`src/sv/multichannel_moving_average_percent_unit_defines.svh`:
```
// ---------------------------------------------------------------------------
// Assertion macros for the moving average percent unit
// Shared checking shorthands; each expands to one labeled concurrent check.
// ---------------------------------------------------------------------------
`ifndef MULTICHANNEL_MOVING_AVERAGE_PERCENT_UNIT_DEFINES_SVH
`define MULTICHANNEL_MOVING_AVERAGE_PERCENT_UNIT_DEFINES_SVH

// Same-cycle implication, sampled on clk and quiet during reset.
`define MMAP_ASSERT_NOW(lbl, ante, cons, msg) \
  lbl: assert property (@(posedge clk) disable iff (rst) (ante) |-> (cons)) \
    else $error(msg);

// Next-cycle implication, sampled on clk and quiet during reset.
`define MMAP_ASSERT_NEXT(lbl, ante, cons, msg) \
  lbl: assert property (@(posedge clk) disable iff (rst) (ante) |=> (cons)) \
    else $error(msg);

`endif

```
`src/sv/mmap_pkg.sv`:
```
// ---------------------------------------------------------------------------
// Moving average percent unit package
// Fixed field widths, constants, the sequencer state type and divider status.
// ---------------------------------------------------------------------------
package mmap_pkg;

  // Fixed widths of the interface fields.
  localparam int ID_W     = 8;
  localparam int SAMPLE_W = 16;
  localparam int FS_W     = 16;
  localparam int PCT_W    = 16;

  // Full-scale register reset value (about 1.05 in Q4.12).
  localparam logic [FS_W-1:0] FS_RESET = 16'd4301;

  // Percent scaling and the bits it adds to the numerator.
  localparam int PERCENT_SCALE = 100;
  localparam int SCALE_W       = 7;

  // Saturation limits of the result and the bad-channel error code.
  localparam logic [PCT_W-1:0] PCT_MAX   = 16'h7FFF;
  localparam logic [PCT_W-1:0] PCT_MIN   = 16'h8000;
  localparam logic [PCT_W-1:0] PCT_ERROR = 16'hFFFF;

  // Sequencer states.
  typedef enum logic [2:0] {
    ST_IDLE,
    ST_LOOKUP,
    ST_FILL,
    ST_OLD,
    ST_CALC,
    ST_DIV,
    ST_DONE
  } state_t;

  // Status of the serial divider.
  typedef struct packed {
    logic busy;
    logic done;
  } div_stat_t;

endpackage

```
`src/sv/mmap_divider.sv`:
```
// ---------------------------------------------------------------------------
// Serial restoring divider
// Unsigned division producing one quotient bit per cycle.
// ---------------------------------------------------------------------------
module mmap_divider
  import mmap_pkg::*;
#(
  parameter int NUM_W = 27,
  parameter int DEN_W = 20
) (
  input  logic             clk,
  input  logic             rst,
  input  logic             start,
  input  logic [NUM_W-1:0] dividend,
  input  logic [DEN_W-1:0] divisor,
  output div_stat_t        stat,
  output logic [NUM_W-1:0] quotient
);

  localparam int CNT_W = $clog2(NUM_W + 1);

  logic [NUM_W-1:0] q;
  logic [DEN_W-1:0] rem;
  logic [DEN_W-1:0] den;
  logic [CNT_W-1:0] cnt;
  logic             busy;
  logic             done;

  logic [DEN_W:0]   trial;
  logic [DEN_W:0]   diff;
  logic             fits;

  // One trial subtraction of the shifted remainder.
  always_comb begin
    trial = {rem, q[NUM_W-1]};
    diff  = trial - {1'b0, den};
    fits  = (trial >= {1'b0, den});
  end

  // Control: count the quotient bits and flag completion.
  always_ff @(posedge clk) begin
    if (rst) begin
      busy <= 1'b0;
      done <= 1'b0;
      cnt  <= '0;
    end else begin
      done <= 1'b0;
      if (start) begin
        busy <= 1'b1;
        cnt  <= CNT_W'(NUM_W);
      end else if (busy) begin
        cnt <= cnt - CNT_W'(1);
        if (cnt == CNT_W'(1)) begin
          busy <= 1'b0;
          done <= 1'b1;
        end
      end
    end
  end

  // Datapath: dividend shifts out the top while quotient bits shift in.
  always_ff @(posedge clk) begin
    if (start) begin
      q   <= dividend;
      rem <= '0;
      den <= divisor;
    end else if (busy) begin
      if (fits) begin
        rem <= diff[DEN_W-1:0];
        q   <= {q[NUM_W-2:0], 1'b1};
      end else begin
        rem <= trial[DEN_W-1:0];
        q   <= {q[NUM_W-2:0], 1'b0};
      end
    end
  end

  assign stat.busy = busy;
  assign stat.done = done;
  assign quotient  = q;

endmodule

```
`src/sv/multichannel_moving_average_percent_unit.sv`:
```
// ---------------------------------------------------------------------------
// Multichannel moving average percent unit
// Keeps a ring of recent torque samples per channel and reports the window
// mean as a saturated percentage of the configured full-scale torque.
// ---------------------------------------------------------------------------
//
//   Channel  Signals                                   Direction
//   -------  ----------------------------------------  ---------
//   in       in_valid, in_ready, channel_id,           sink
//            torque_sample
//   out      out_valid, out_ready, percent,            source
//            bad_channel
//   cfg      cfg_wr_en, cfg_wr_data                    sink
//
// A primed-channel sample goes through lookup, ring replacement, divider start
// and the bit-serial divider before its result is registered; the next input
// transfer is taken only once that result has been loaded. A first sample also
// fills the ring; an out-of-range channel number goes straight to the result.
// Reset clears the primed flags, the sequencer and the output valid flag.
// A stalled result holds only the finish of the next item, not its transfer.
//
`include "multichannel_moving_average_percent_unit_defines.svh"

module multichannel_moving_average_percent_unit
  import mmap_pkg::*;
#(
  parameter int CHANNELS = 8,
  parameter int WINDOW   = 10
) (
  input  logic                       clk,
  input  logic                       rst,
  input  logic                       in_valid,
  output logic                       in_ready,
  input  logic [ID_W-1:0]            channel_id,
  input  logic signed [SAMPLE_W-1:0] torque_sample,
  output logic                       out_valid,
  input  logic                       out_ready,
  output logic signed [PCT_W-1:0]    percent,
  output logic                       bad_channel,
  input  logic                       cfg_wr_en,
  input  logic [FS_W-1:0]            cfg_wr_data
);

  localparam int CH_W   = (CHANNELS > 1) ? $clog2(CHANNELS) : 1;
  localparam int SLOT_W = $clog2(WINDOW);
  localparam int ADDR_W = CH_W + SLOT_W;
  localparam int SUM_W  = SAMPLE_W + $clog2(WINDOW);
  localparam int NUM_W  = SUM_W + SCALE_W;
  localparam int DEN_W  = FS_W + $clog2(WINDOW + 1);

  localparam logic [SLOT_W-1:0]       SLOT_LAST = SLOT_W'(WINDOW - 1);
  localparam logic signed [SUM_W-1:0] WIN_S     = SUM_W'(WINDOW);

  state_t state;
  state_t state_next;

  // Configuration register.
  logic [FS_W-1:0] full_scale;
  logic [FS_W-1:0] fs_eff;

  // Item registers.
  logic [CH_W-1:0]            ch;
  logic signed [SAMPLE_W-1:0] sample;
  logic                       bad;
  logic signed [SUM_W-1:0]    sum_reg;
  logic                       neg;
  logic [SLOT_W-1:0]          fill_cnt;
  logic [CHANNELS-1:0]        primed;

  // Input decode.
  logic [ID_W-1:0] id_m1;
  logic [CH_W-1:0] in_ch;
  logic            in_bad;

  // Memories and their registered read data.
  logic [SAMPLE_W-1:0] sample_mem [2**ADDR_W];
  logic [SLOT_W-1:0]   slot_mem   [CHANNELS];
  logic [SUM_W-1:0]    sum_mem    [CHANNELS];
  logic [SAMPLE_W-1:0] sample_rd;
  logic [SLOT_W-1:0]   slot_rd;
  logic signed [SUM_W-1:0] sum_rd;

  // Sequencer outputs.
  logic in_xfer;
  logic sample_we;
  logic chan_we;
  logic div_start;
  logic out_load;
  logic fill_last;

  // Datapath values.
  logic [ADDR_W-1:0]       sample_addr;
  logic [SLOT_W-1:0]       slot_new;
  logic signed [SUM_W-1:0] sum_new;
  logic signed [SUM_W-1:0] sample_ext;
  logic signed [SUM_W-1:0] old_ext;
  logic [SUM_W-1:0]        sum_mag;
  logic [NUM_W-1:0]        dividend;
  logic [DEN_W-1:0]        divisor;
  logic [NUM_W-1:0]        quotient;
  logic [PCT_W-1:0]        pct_sat;
  logic [PCT_W-1:0]        pct_next;
  div_stat_t               div_stat;

  // Input channel decode: one-based number to ring index.
  always_comb begin
    id_m1  = channel_id - ID_W'(1);
    in_ch  = id_m1[CH_W-1:0];
    in_bad = (channel_id == '0) || (channel_id > ID_W'(CHANNELS));
  end

  // Full-scale register; a zero setting behaves as one.
  always_ff @(posedge clk) begin
    if (rst) begin
      full_scale <= FS_RESET;
    end else if (cfg_wr_en) begin
      full_scale <= cfg_wr_data;
    end
  end

  assign fs_eff = (full_scale == '0) ? FS_W'(1) : full_scale;

  // Next-state logic.
  always_comb begin
    state_next = state;
    case (state)
      ST_IDLE: begin
        if (in_valid) begin
          state_next = in_bad ? ST_DONE : ST_LOOKUP;
        end
      end
      ST_LOOKUP: state_next = primed[ch] ? ST_OLD : ST_FILL;
      ST_FILL: begin
        if (fill_last) begin
          state_next = ST_CALC;
        end
      end
      ST_OLD:  state_next = ST_CALC;
      ST_CALC: state_next = ST_DIV;
      ST_DIV: begin
        if (div_stat.done) begin
          state_next = ST_DONE;
        end
      end
      ST_DONE: begin
        if (!out_valid || out_ready) begin
          state_next = ST_IDLE;
        end
      end
      default: state_next = ST_IDLE;
    endcase
  end

  // Sequencer outputs.
  always_comb begin
    in_ready  = 1'b0;
    sample_we = 1'b0;
    chan_we   = 1'b0;
    div_start = 1'b0;
    out_load  = 1'b0;
    case (state)
      ST_IDLE: in_ready = 1'b1;
      ST_FILL: begin
        sample_we = 1'b1;
        chan_we   = fill_last;
      end
      ST_OLD: begin
        sample_we = 1'b1;
        chan_we   = 1'b1;
      end
      ST_CALC: div_start = 1'b1;
      ST_DONE: out_load  = !out_valid || out_ready;
      default: begin
      end
    endcase
  end

  assign in_xfer   = in_valid && in_ready;
  assign fill_last = (fill_cnt == SLOT_LAST);

  always_ff @(posedge clk) begin
    if (rst) begin
      state <= ST_IDLE;
    end else begin
      state <= state_next;
    end
  end

  // Latch the item at its input transfer.
  always_ff @(posedge clk) begin
    if (in_xfer) begin
      ch     <= in_ch;
      sample <= torque_sample;
    end
  end

  always_ff @(posedge clk) begin
    if (rst) begin
      bad <= 1'b0;
    end else if (in_xfer) begin
      bad <= in_bad;
    end
  end

  // Ring fill counter used while priming a channel.
  always_ff @(posedge clk) begin
    if (rst) begin
      fill_cnt <= '0;
    end else if (state == ST_LOOKUP) begin
      fill_cnt <= '0;
    end else if (state == ST_FILL) begin
      fill_cnt <= fill_cnt + SLOT_W'(1);
    end
  end

  // Primed flags, one per channel.
  always_ff @(posedge clk) begin
    if (rst) begin
      primed <= '0;
    end else if (state == ST_FILL && fill_last) begin
      primed[ch] <= 1'b1;
    end
  end

  // Running sum update: a fresh fill or replacement of the oldest sample.
  always_comb begin
    sample_ext = {{(SUM_W - SAMPLE_W){sample[SAMPLE_W-1]}}, sample};
    old_ext    = {{(SUM_W - SAMPLE_W){sample_rd[SAMPLE_W-1]}}, sample_rd};
    if (state == ST_FILL) begin
      sum_new     = sample_ext * WIN_S;
      slot_new    = SLOT_W'(1);
      sample_addr = {ch, fill_cnt};
    end else begin
      sum_new     = sum_rd - old_ext + sample_ext;
      slot_new    = (slot_rd == SLOT_LAST) ? '0 : slot_rd + SLOT_W'(1);
      sample_addr = {ch, slot_rd};
    end
  end

  always_ff @(posedge clk) begin
    if (chan_we) begin
      sum_reg <= sum_new;
    end
  end

  // Channel state memory: ring slot and running sum, read at the transfer.
  always_ff @(posedge clk) begin
    if (chan_we) begin
      slot_mem[ch] <= slot_new;
      sum_mem[ch]  <= sum_new;
    end
    if (state == ST_IDLE) begin
      slot_rd <= slot_mem[in_ch];
      sum_rd  <= sum_mem[in_ch];
    end
  end

  // Sample ring memory, one row of slots per channel.
  always_ff @(posedge clk) begin
    if (sample_we) begin
      sample_mem[sample_addr] <= sample;
    end
    if (state == ST_LOOKUP) begin
      sample_rd <= sample_mem[sample_addr];
    end
  end

  // Divider operands: magnitude of sum times 100 over window times full scale.
  always_comb begin
    sum_mag  = sum_reg[SUM_W-1] ? (~sum_reg + SUM_W'(1)) : sum_reg;
    dividend = NUM_W'(sum_mag) * NUM_W'(PERCENT_SCALE);
    divisor  = DEN_W'(fs_eff) * DEN_W'(WINDOW);
  end

  always_ff @(posedge clk) begin
    if (div_start) begin
      neg <= sum_reg[SUM_W-1];
    end
  end

  mmap_divider #(
    .NUM_W (NUM_W),
    .DEN_W (DEN_W)
  ) u_divider (
    .clk      (clk),
    .rst      (rst),
    .start    (div_start),
    .dividend (dividend),
    .divisor  (divisor),
    .stat     (div_stat),
    .quotient (quotient)
  );

  // Restore the sign and saturate to 16 bits.
  always_comb begin
    if (neg) begin
      if (quotient > NUM_W'(32768)) begin
        pct_sat = PCT_MIN;
      end else begin
        pct_sat = ~quotient[PCT_W-1:0] + PCT_W'(1);
      end
    end else begin
      if (quotient > NUM_W'(32767)) begin
        pct_sat = PCT_MAX;
      end else begin
        pct_sat = quotient[PCT_W-1:0];
      end
    end
    pct_next = bad ? PCT_ERROR : pct_sat;
  end

  // Output register.
  always_ff @(posedge clk) begin
    if (rst) begin
      out_valid <= 1'b0;
    end else if (out_load) begin
      out_valid <= 1'b1;
    end else if (out_ready) begin
      out_valid <= 1'b0;
    end
  end

  always_ff @(posedge clk) begin
    if (out_load) begin
      percent     <= pct_next;
      bad_channel <= bad;
    end
  end

  // Checks on the sequencer and datapath.
  `MMAP_ASSERT_NOW(a_bad_is_error_code, out_valid && bad_channel, percent == PCT_ERROR, "bad channel result must read minus one")
  `MMAP_ASSERT_NOW(a_div_only_in_div, div_stat.busy, state == ST_DIV, "divider busy outside the divide state")
  `MMAP_ASSERT_NOW(a_replace_needs_primed, state == ST_OLD, primed[ch], "ring replacement on an unprimed channel")
  `MMAP_ASSERT_NEXT(a_one_item_at_a_time, in_xfer, !in_ready, "input accepted again before the item finished")

endmodule
```
`config.mk`:
```
export PLATFORM = sky130hd
export DESIGN_NAME = multichannel_moving_average_percent_unit
export DESIGN_NICKNAME = d
export VERILOG_FILES = /design/src/sv/mmap_pkg.sv /design/src/sv/mmap_divider.sv /design/src/sv/multichannel_moving_average_percent_unit.sv
export VERILOG_INCLUDE_DIRS = /design/src /design/src/sv
export SDC_FILE = /design/constraint.sdc
export NUM_CORES = 2
export LEC_CHECK = 0
export BUFFER_PORTS_ARGS = -buffer_cell sky130_fd_sc_hd__buf_2
export CORE_MARGIN = 5
export CORE_UTILIZATION = 50
export CTS_BUF_LIST = sky130_fd_sc_hd__clkbuf_4 sky130_fd_sc_hd__clkbuf_8 sky130_fd_sc_hd__clkbuf_16
export CTS_CLUSTER_DIAMETER = 30
export DETAILED_ROUTE_END_ITERATION = 12
export PLACE_DENSITY = 0.69
export SYNTH_ARGS = -nofsm -noshare
export SYNTH_HDL_FRONTEND = slang
export SYNTH_SLANG_ARGS = --single-unit
```
`constraint.sdc`:
```
create_clock -name clk -period 12.3 [get_ports clk]
set_clock_uncertainty 0.1 [all_clocks]
set_input_delay 1.23 -clock clk [delete_from_list [all_inputs] [get_ports clk]]
set_output_delay 1.23 -clock clk [all_outputs]
set_load 0.05 [all_outputs]
```
==> impl_metrics.json <==
{
  "start_util": 0.502,
  "synthFlopType": "edfxtp_1",
  "worstSetupStartpointType": "flop",
  "grt_overflow_total": 0,
  "largest_reg_flops": 2048,
  "grt_max_degree": 135,
  "nets": 6409,
  "ios": 64,
  "port_buffers": 63,
  "synth-edff-count": 2381,
  "status": "finished, violations left",
  "viasPerCell": 6.42,
  "muxShareOfSynthArea": 0.0207,
  "worstSkewPairLatency_ns": 0.95,
  "hp-start": "u_divider.rem[16]",
  "synthXorXnorAreaFrac": 0.0102,
  "drt_iter0_markers": 7902,
  "final.setup.tns_ns": 0,
  "routed_wl_um": 259000,
  "ir_worst_vdd_uv": 220,
  "period_minus_slack_ns": 5.95,
  "antenna_found_initial": 11,
  "reg2reg_depth": 15,
  "hold_class": "reg -> reg",
  "path_max_fanout": 83,
  "synth_area_mm2": 0.0964,
  "setup.worst_path.end_class": "flop",
  "cts_tree": "built",
  "synth_fa_ha_area_frac": 0.0299,
  "gp_congestion": 0.861,
  "drive_gt1_frac": 0.179,
  "grt_pass1_wl_um": 378000,
  "async_reset_ff_frac": 0,
  "worstSetupPathType": "reg -> reg",
  "syn_area_per_cell_um2": 16.7,
  "max_stage_delay_ns": 0.79,
  "rsz0062_at_grt": "no",
  "fillers": 13683,
  "largest_registers": "sample_mem x2048, sum_mem x160, slot_mem x32",
  "area_growth_pct": 19.4,
  "hpwl_um": 144000,
  "cap_violations": 1,
  "synth-seq-cells": 2443,
  "dieWidth_um": 449,
  "pwr_density_cell_mw_per_mm2": 268,
  "core_mm2": 0.192,
  "yosysSeqAreaShare": 0.754,
  "cts_resized": 0,
  "power_leakage_nw": 38.5,
  "clock_sinks": 2443,
  "slew_viol_final": 0,
  "firstDrtPassIters": 7,
  "clk_pin_slew_worst_paths_ns": 0.05,
  "yosys_warnings": 0,
  "wl_per_cell_um": 28.6,
  "synth_cells": 5777,
  "num_rows": 161,
  "vias": 58024,
  "netlist-cell-type-count": 75,
  "drc_errors": 0,
  "clk_path_buf_depth": 4,
  "worst_ep_required_time_ns": 12.81,
  "first_global_vias": 56856,
  "yosys.area_share.simple": 0.0434,
  "dieArea_mm2": 0.202,
  "die_h_um": 449,
  "postCtsHoldBufs": 0,
  "power.total_mw": 30.9,
  "hold_violations": 0,
  "synth_top_family_by_area": "compound AO/OA/AOI/OAI gates",
  "slew_headroom": 0.00547,
  "r2r-end": "sum_reg[16]",
  "tightest_slew_ns": 1.48,
  "slowest_stage": "buf_4",
  "cts_root_buf": "clkbuf_16",
  "track_usage": 0.249,
  "max_freq_ghz": 0.168,
  "critPathArrivalTime_ns": 6.46,
  "regMostFlops": "sample_mem",
  "hold-path-cell-count": 2,
  "r2r-start": "sample[2]",
  "r2r_setup_slack_ns": 6.35,
  "antenna_left": 0,
  "min_period_over_period": 0.484,
  "cp_cell_sequence": "buf_4 -> buf_4 -> inv_1 -> fa_1 -> inv_1 -> ha_1 -> nor2b_1 -> o31ai_1 -> a2111oi_0 -> o31ai_1 -> a21boi_0 -> o211ai_1 -> nand2_1 -> xnor2_1 -> a21oi_1",
  "cts_inserted_buffers": 427,
  "setup_viol": 0,
  "violations": "max-capacitance violations",
  "synthesis.nets": 6031,
  "cts_htree_levels": 5,
  "postCtsSetupBuffers": 0,
  "min_to": "u_divider.rem[16]",
  "synth_compound_area_frac": 0.118
}
per-layer routing:
metal | part of all wire | global-route usage
met5 | 0.000077 | 0
met4 | 0.033 | 0.0856
met3 | 0.12 | 0.0711
met2 | 0.46 | 0.383
met1 | 0.39 | 0.345
final cells by class:
| class | count | area (µm²) | share of cell area |
|---|---|---|---|
| Timing Repair Buffer | 300 | 2170 | 0.0189 |
| Clock buffer | 486 | 11200 | 0.0973 |
| Inverter | 195 | 732 | 0.00636 |
| Sequential cell | 2443 | 72700 | 0.632 |
| Antenna cell | 6 | 15.0 | 0.000130 |
| Tap cell | 2526 | 3160 | 0.0274 |
| Clock inverter | 291 | 3510 | 0.0305 |
| Multi-Input combinational cell | 2788 | 21600 | 0.188 |
critical path: cells and delay by family (launching register included):
kind            cells  cell delay [ns]
compound gates      6             2.18
xor+xnor            1             0.06
fa+ha+maj           2             0.91
buf+inv             4             1.48
flops               1             0.32
simple gates        2             0.35
cell usage in the layout, fill, tap and decap left out, types with 29 or more instances in the layout:
| cell type | netlist | final |
|---|---|---|
| nand4_1 | 201 | 201 |
| xor2_1 | 30 | 29 |
| a21oi_1 | 116 | 116 |
| nor2b_1 | 40 | 38 |
| fa_1 | 36 | 36 |
| nor2_1 | 222 | 219 |
| clkinv_1 | 1 | 54 |
| clkinv_2 | 0 | 63 |
| nor3_1 | 36 | 32 |
| buf_4 | 11 | 231 |
| a22oi_1 | 729 | 729 |
| a221oi_1 | 174 | 174 |
| nand2_1 | 139 | 138 |
| inv_1 | 192 | 192 |
| clkbuf_16 | 0 | 429 |
| clkinvlp_4 | 0 | 41 |
| mux4_2 | 64 | 64 |
| a22o_1 | 156 | 156 |
| bufinv_16 | 0 | 69 |
| ha_1 | 173 | 172 |
| inv_6 | 0 | 32 |
| buf_2 | 110 | 62 |
| edfxtp_1 | 2381 | 2381 |
| dfxtp_1 | 62 | 62 |
| o21ai_0 | 134 | 132 |
| a31oi_1 | 58 | 57 |
| xnor2_1 | 82 | 82 |
| nand3_1 | 81 | 81 |
| clkbuf_4 | 0 | 51 |
synth_stat cells, drive strengths merged, types with 6 or more instances:
cell	number	area, µm²
o21bai	16	120
nand3	81	405
nor3b	9	83.8
mux4	64	1440
nand2b	16	100
nand4	201	1260
inv	194	728
o31ai	14	115
o21a	8	60.1
a21oi	116	581
a221oi	190	1760
a211o	7	61.3
buf	155	776
nor2	222	833
a21o	24	180
o21ai	136	681
edfxtp	2381	71500
a211oi	17	128
o211ai	7	52.6
or4	6	45.0
a31oi	58	363
o41ai	9	120
nand3b	11	82.6
nor3	36	180
dfxtp	62	1240
a22oi	729	5470
clkbuf	196	736
nor2b	40	250
o311ai	12	105
mux2i	26	260
xor2	30	263
nand2	139	522
nor4	13	81.3
mux2	26	293
fa	36	721
ha	173	2160
a22o	156	1370
and3	14	87.6
or3	19	119
xnor2	82	718
worst max path at each step:
stage / slack [ns] / start / cells past startpoint / to
floorplan: 7.06 / sample[1] / 13 / sum_mem[0][19]
global placement: 6.63 / sample[2] / 15 / sum_mem[4][19]
detailed placement: 6.53 / sample[2] / 15 / sum_mem[4][19]
CTS: 6.50 / sample[2] / 15 / sum_reg[19]
global route: 5.99 / sample[2] / 15 / sum_reg[19]
finish: 6.35 / sample[2] / 15 / sum_reg[16]
per-stage QoR:
| stage | instance area [µm²] | setup slack [ns] | hold WS [ns] | utilization | instances |
|---|---|---|---|---|---|
| finish | 115000 | 6.35 | 0.365 | 0.599 | 9035 |
| global route | 115000 | 5.99 | 0.333 | 0.599 | 9030 |
| CTS | 115000 | 6.50 | 0.313 | 0.599 | 9025 |
| detailed placement | 100000 | 6.53 | 0.357 | 0.522 | 8248 |
| global placement | 100000 | 6.63 | 0.347 | 0.522 | 8248 |
| floorplan | 96400 | 7.06 | 0.331 | - | 5777 |
logic make-up (layout without fill, tap and decap cells):
| kind of cell | count (synthesis) | count (layout) |
|---|---|---|
| flops | 2443 | 2443 |
| other cells | 0 | 6 |
| fa+ha+maj | 209 | 209 |
| mux | 116 | 116 |
| compound gates | 1526 | 1526 |
| buf+inv | 546 | 1272 |
| simple gates | 825 | 825 |
| xor+xnor | 112 | 112 |
where the power goes:
part           internal (mW)  leakage (nW)  total [mW]  switching (mW)
Sequential              10.4          22.0        10.6           0.240
Combinational           2.46          9.31        8.30            5.84
Clock                   7.97          7.18        12.0            3.99
Power figures use the tool's default switching activity.
